$ cat src/sv/conv3x3_byte_wrap_filter_unit_assert.svh
// assertion macros for the 3x3 convolution filter
`ifndef CONV3X3_BYTE_WRAP_FILTER_UNIT_ASSERT_SVH
`define CONV3X3_BYTE_WRAP_FILTER_UNIT_ASSERT_SVH

// same-cycle implication, disabled while reset is asserted
`define CBWF_ASSERT_IMPL(label, clk_s, rst_s, ante, cons, msg) \
    label: assert property (@(posedge clk_s) disable iff (!rst_s) (ante) |-> (cons)) \
        else $error(msg);

// next-cycle implication, disabled while reset is asserted
`define CBWF_ASSERT_NEXT(label, clk_s, rst_s, ante, cons, msg) \
    label: assert property (@(posedge clk_s) disable iff (!rst_s) (ante) |=> (cons)) \
        else $error(msg);

`endif

$ cat src/sv/cbwf_pkg.sv
// shared types and constants of the 3x3 convolution filter
package cbwf_pkg;

    localparam int MAX_WIDTH_DEF = 1024;
    localparam int KERNEL_SIZE = 3;
    localparam int TAPS = KERNEL_SIZE * KERNEL_SIZE;
    localparam int COEF_FRAC_BITS = 8;

    localparam int PIX_W = 8;
    localparam int COEF_W = 16;
    localparam int FW_W = 11;
    localparam int FH_W = 13;
    localparam int CFG_IDX_W = 3;
    localparam int CFG_DATA_W = 64;
    localparam int COEFS_PER_PACK = CFG_DATA_W / COEF_W;

    // line store keeps four rows, addressed by stream row modulo four
    localparam int ROW_SLOTS = 4;
    localparam int SLOT_W = $clog2(ROW_SLOTS);

    localparam logic [FW_W-1:0] FRAME_WIDTH_RST = 11'd640;
    localparam logic [FH_W-1:0] FRAME_HEIGHT_RST = 13'd480;

    localparam logic [CFG_IDX_W-1:0] REG_FRAME_WIDTH = 3'd0;
    localparam logic [CFG_IDX_W-1:0] REG_FRAME_HEIGHT = 3'd1;
    localparam logic [CFG_IDX_W-1:0] REG_COEF_PACK_A = 3'd2;
    localparam logic [CFG_IDX_W-1:0] REG_COEF_PACK_B = 3'd3;
    localparam logic [CFG_IDX_W-1:0] REG_COEF_LAST = 3'd4;

    localparam int QUEUE_DEPTH = 16;
    localparam int QPTR_W = $clog2(QUEUE_DEPTH);
    localparam int QCNT_W = $clog2(QUEUE_DEPTH + 1);

    typedef logic [ROW_SLOTS-1:0][PIX_W-1:0] row_word_t;

    typedef struct packed {
        logic                        valid;
        logic                        frame_end;
        logic [PIX_W-1:0]            sum;
        logic [TAPS-1:0][PIX_W-1:0]  taps;
    } tap_flow_t;

    typedef struct packed {
        logic [PIX_W-1:0] result_pixel;
        logic             frame_end;
    } result_t;

    typedef struct packed {
        logic              empty;
        logic              full;
        logic [QCNT_W-1:0] count;
    } queue_status_t;

endpackage

$ cat src/sv/cbwf_out_queue.sv
// result queue between the tap chain and the output channel
module cbwf_out_queue (
    input  logic                    clk,
    input  logic                    rst_n,
    input  logic                    push,
    input  cbwf_pkg::result_t       push_data,
    input  logic                    pop,
    output cbwf_pkg::result_t       head,
    output cbwf_pkg::queue_status_t status
);
    import cbwf_pkg::*;

    result_t           slots_reg [QUEUE_DEPTH];
    logic [QPTR_W-1:0] wr_ptr_reg;
    logic [QPTR_W-1:0] wr_ptr_next;
    logic [QPTR_W-1:0] rd_ptr_reg;
    logic [QPTR_W-1:0] rd_ptr_next;
    logic [QCNT_W-1:0] count_reg;
    logic [QCNT_W-1:0] count_next;

    always_comb
    begin
        wr_ptr_next = push ? wr_ptr_reg + QPTR_W'(1) : wr_ptr_reg;
        rd_ptr_next = pop ? rd_ptr_reg + QPTR_W'(1) : rd_ptr_reg;
        count_next = count_reg + QCNT_W'(push) - QCNT_W'(pop);
    end

    always_ff @(posedge clk or negedge rst_n)
    begin
        if (!rst_n)
        begin
            wr_ptr_reg <= '0;
            rd_ptr_reg <= '0;
            count_reg <= '0;
        end
        else
        begin
            wr_ptr_reg <= wr_ptr_next;
            rd_ptr_reg <= rd_ptr_next;
            count_reg <= count_next;
        end
    end

    always_ff @(posedge clk)
    begin
        if (push)
        begin
            slots_reg[wr_ptr_reg] <= push_data;
        end
    end

    assign head = slots_reg[rd_ptr_reg];
    assign status.empty = (count_reg == '0);
    assign status.full = (count_reg == QCNT_W'(QUEUE_DEPTH));
    assign status.count = count_reg;

endmodule

$ cat config.mk
export PLATFORM = sky130hd
export DESIGN_NAME = cbwf_out_queue
export DESIGN_NICKNAME = d
export VERILOG_FILES = /design/src/sv/conv3x3_byte_wrap_filter_unit_assert.svh /design/src/sv/cbwf_pkg.sv /design/src/sv/cbwf_out_queue.sv
export SDC_FILE = /design/constraint.sdc
export NUM_CORES = 1
export LEC_CHECK = 0
export BUFFER_PORTS_ARGS = -buffer_cell sky130_fd_sc_hd__buf_2
export CORE_MARGIN = 2
export CORE_UTILIZATION = 60
export DETAILED_ROUTE_END_ITERATION = 8
export GPL_TIMING_DRIVEN = 0
export PLACE_DENSITY = 0.76
export SLEW_MARGIN = 10
export SYNTH_ARGS = -nofsm -noshare
export SYNTH_HDL_FRONTEND = slang
export SYNTH_SLANG_ARGS = --single-unit
$ cat constraint.sdc
create_clock -name clk -period 3.16 [get_ports clk]
set_clock_uncertainty 0.15 [all_clocks]
set_input_delay 0.632 -clock clk [delete_from_list [all_inputs] [get_ports clk]]
set_output_delay 0.632 -clock clk [all_outputs]
set_load 0.005 [all_outputs]
---- After elaboration in Yosys (flattened, before gate mapping) ----
Memory sizes are Yosys's and may differ from the RTL's.
Index checks and enable logic that the tools add are counted.
storage, ports and cells
  bits in registers ....................... 13
  RAM bits ................................ 144
  output and inout port bits .............. 16
  memories kept ........................... 1
memory list
  name       depth  width  read ports  clocked after memory_dff  write ports  line                  text
  slots_reg  16     9      1           0                         1            cbwf_out_queue.sv:13  result_t slots_reg [QUEUE_DEPTH];
cells by class
  add/subtract/negate cells ............... 4
  eq/ne operators ......................... 1
  mux-type cells .......................... 2
  reductions and logical operators ........ 1
operators by type and width
  cell                                          number
  adder 4 x 1 -> 4 bit (second input constant)  2
  adder 5 x 1 -> 5 bit                          1
  equality test 5 bit (second input constant)   1
  zero test 5 bit                               1
  subtractor 5 x 1 -> 5 bit                     1
  2-to-1 mux 1 bit                              2

---- Longest topological paths before layout ----
  depth in word-level cells ............... 2
  gate-level depth with buffers ........... 10
  gate-level depth less buffers ........... 10

---- Least setup slack after synthesis ----
Ideal clock, no wire load.
  kind .................................... input to register
  start point ............................. input push
  end point ............................... memory slots_reg[3][0] (netlist bit) (enable)
  setup time .............................. 0.387 ns
  data arrival time ....................... 1.710 ns
  data required time ...................... 2.623 ns
  path slack .............................. 0.913 ns
  cell stages on the path ................. 3
  buffers on the path ..................... 1
  path through ............................ clkbuf_1 nand2_1 nor3_1
between the ends
  word-level cells in the longest chain between the ends .. 2
ends and longest elaborated chain
  element                                 line                  text
  start: declaration                      cbwf_out_queue.sv:5   input logic push,
  2-to-1 mux 1 bit                        cbwf_out_queue.sv:46  if (push)
  2-to-1 mux 1 bit (not written as such)  cbwf_out_queue.sv:48  slots_reg[wr_ptr_reg] <= push_data;
  end: declaration                        cbwf_out_queue.sv:13
No other way between the ends.

==> flow_metrics.py <==
metrics = {
    "run_status": {
        "outcome": "finished clean",
    },
    "final_layout": {
        "fin_area_um2": 7280,
        "area_growth_pct": 15.8,
        "layout-drive-gt1-share": 0.261,
        "fin_cells": 508,
        "largest_reg_flops": 144,
        "n_antenna_cell": 0,
        "final_nets": 384,
    },
    "power": {
        "power.density_nw_per_um2": 941,
        "p_total_mw": 6.85,
        "leakage_nw": 2.54,
        "max-vdd-ir-drop_mv": 0.596,
    },
    "sta": {
        "setup_tns_ns": 0,
        "finalMaxSlewViolations": 0,
        "fin_crit_sh": 0.994,
        "slew_headroom": 0.327,
        "worst_pin_slew_ns": 1.01,
        "hold_viol": 0,
        "min_period_ns": 3.14,
        "fmax_ghz": 0.318,
        "setup_viol": 0,
        "whs_ns": 0.189,
    },
    "die": {
        "fp.dieH_um": 106,
        "num_rows": 37,
        "core_area_um2": 10200,
        "die_w_um": 106,
        "die_area_um2": 11300,
        "pin_count": 29,
        "start_util": 0.614,
    },
    "route": {
        "routed_wl_um": 12500,
        "avgRoutedWirePerCell_um": 24.5,
        "via_count": 3131,
        "drc_errors": 0,
        "first_pass_iters": 5,
        "ant_nets": 0,
        "via_per_inst": 6.16,
        "first_iter_violations": 293,
    },
    "synthesis": {
        "avgSynthCellArea_um2": 20.3,
        "synth_area_leader_cell": "edfxtp_1",
        "synthCells": 310,
        "ys_warn_count": 0,
        "ys.flop_type": "edfxtp_1",
        "syn-num-nets": 335,
        "synth_area_leaders": "edfxtp_1 69%, mux4_2 7.5%, mux4_1 6.3%",
        "synthArstFlopShare": 0.0828,
        "synth_seq_cells": 157,
        "synth.top_cell.area_share": 0.688,
        "synth_edf_count": 144,
        "synthDistinctLibCells": 30,
        "ys_seq_area_frac": 0.740,
        "synth.cell_area_um2": 6280,
    },
    "place": {
        "hpwl_um": 7600,
        "dp_cells": 474,
        "dpl_cell_area_um2": 6600,
        "port_buffers": 28,
        "gp_congestion": 0.821,
    },
    "clock_network": {
        "clk_pin_slew_ns": 0.06,
        "tritoncts": "yes",
        "insertion_delay_ns": 0.54,
        "clock_path_buffers": 2,
        "htreeDepth": 4,
        "root_buffer": "clkbuf_8",
        "cts_sinks": 157,
        "cts_buffers": 17,
    },
    "global_routing": {
        "grt_pass1_wl_um": 18600,
        "grt_max_degree": 17,
        "grt-ovfl-total": 0,
        "grt_pass1_vias": 3178,
        "track_usage": 0.238,
        "grt_antenna_before_repair": 0,
    },
    "setup_path": {
        "end_kind": "output port",
        "critPathRequiredTime_ns": 2.38,
        "crit_fanout": 10,
        "critPathKind": "reg -> out",
        "worst_setup_path_start_kind": "flip-flop",
        "worstPathArrival_ns": 2.36,
    },
    "run": {
        "maxCapViolCount": 0,
    },
    "min_path": {
        "min_path_type": "in -> reg",
    },
}
-- cell usage in the layout (no fill, tap or decap), drive strengths merged, types with 2 or more instances in the layout --
cell type / synthesis / layout
edfxtp: 144 / 144
buf: 9 / 37
mux4: 36 / 36
clkbuf: 5 / 32
a22oi: 18 / 18
nand2: 17 / 17
nor2: 15 / 15
dfrtp: 13 / 13
inv: 11 / 11
ha: 11 / 11
xnor2: 6 / 6
nand2b: 5 / 5
xor2: 4 / 4
bufinv: 0 / 3
a21oi: 2 / 2
nor2b: 2 / 2
nor3: 2 / 2
nand4: 2 / 2
clkinv: 0 / 2
-- through the flow --
step / setup slack [ns] / util
6_report: 0.0201 / 0.711
3_5_place_dp: 0.476 / 0.645
3_3_place_gp: 0.313 / 0.644
4_1_cts: 0.00387 / 0.708
5_1_grt: -0.0385 / 0.711
2_1_floorplan: 0.913 / -
-- layout make-up --
| type | count | area (um^2) |
|---|---|---|
| well taps | 136 | 170 |
| inverters | 11 | 41.3 |
| multi-input cells | 128 | 1540 |
| plain buffers | 14 | 111 |
| repair buffers | 30 | 158 |
| clock buffers | 26 | 498 |
| flip-flops and latches | 157 | 4650 |
| fillers | 587 | 2960 |
| clock inverters | 6 | 108 |
-- kinds of logic after synthesis --
logic type,count (synthesis),share of synthesized area
AOI/OAI and AO/OA,23,0.0263
xor gates and xnor gates,10,0.0139
adders and majority gates,12,0.0251
buffers and inverters,25,0.0213
DFF,157,0.740
muxes,37,0.140
and+or+nand+nor,46,0.0335
-- layer usage --
| layer | vias up | global-route usage | share of wire |
|---|---|---|---|
| met5 | - | 0 | 0 |
| met4 | 0 | 0.0883 | 0.022 |
| met3 | 23 | 0.0668 | 0.086 |
| li1 | 1349 | - | - |
| met2 | 172 | 0.368 | 0.49 |
| met1 | 1587 | 0.331 | 0.41 |
-- critical path, stage by stage, from the launching register on --
cell and delay (ns):
dfrtp_1 0.41, buf_8 0.19, buf_12 0.16, mux4_2 0.52
a22oi_1 0.24, nand2_1 0.14, buf_2 0.15
-- repair_timing --
action	in CTS	in global routing
gates cloned	0	0
endpoints found under the hold margin	13	0
hold buffers	1	0
resized for setup	8	7
buffers inserted	0	1
setup endpoints to repair	9	5
-- power breakdown --
part           switching, mW  internal (mW)  total (mW)
logic                   1.12          0.978        2.10
registers              0.136           2.56        2.69
clock network          0.751           1.31        2.06
total                   2.01           4.84        6.85
-- path summary, 6_finish.rpt --
check / startpoint / end / slack [ns] / cells past startpoint
max: rd_ptr_reg[0] / head[2] / 0.02 / 6
min: push / count_reg[0] / 0.19 / 2
max reg2reg: wr_ptr_reg[3] / slots_reg[6][7] / 1.05 / 3
min reg2reg: wr_ptr_reg[0] / wr_ptr_reg[0] / 0.41 / 1
max in group asynchronous: rst_n / rd_ptr_reg[3] / 2.25 / 2
min in group asynchronous: rst_n / rd_ptr_reg[1] / 0.37 / 2
-- synth_stat cells, types with 2 or more instances --
cell type,n
a21oi_1,2
buf_2,4
nand4_1,2
mux4_2,21
nand2_1,17
xor2_1,4
xnor2_1,6
a22oi_1,18
clkbuf_1,5
edfxtp_1,144
mux4_1,15
dfrtp_1,13
ha_1,11
inv_1,11
nand2b_1,5
nor2b_1,2
buf_1,2
nor2_1,15
nor3_1,2
(Power assumes the default switching activity.)
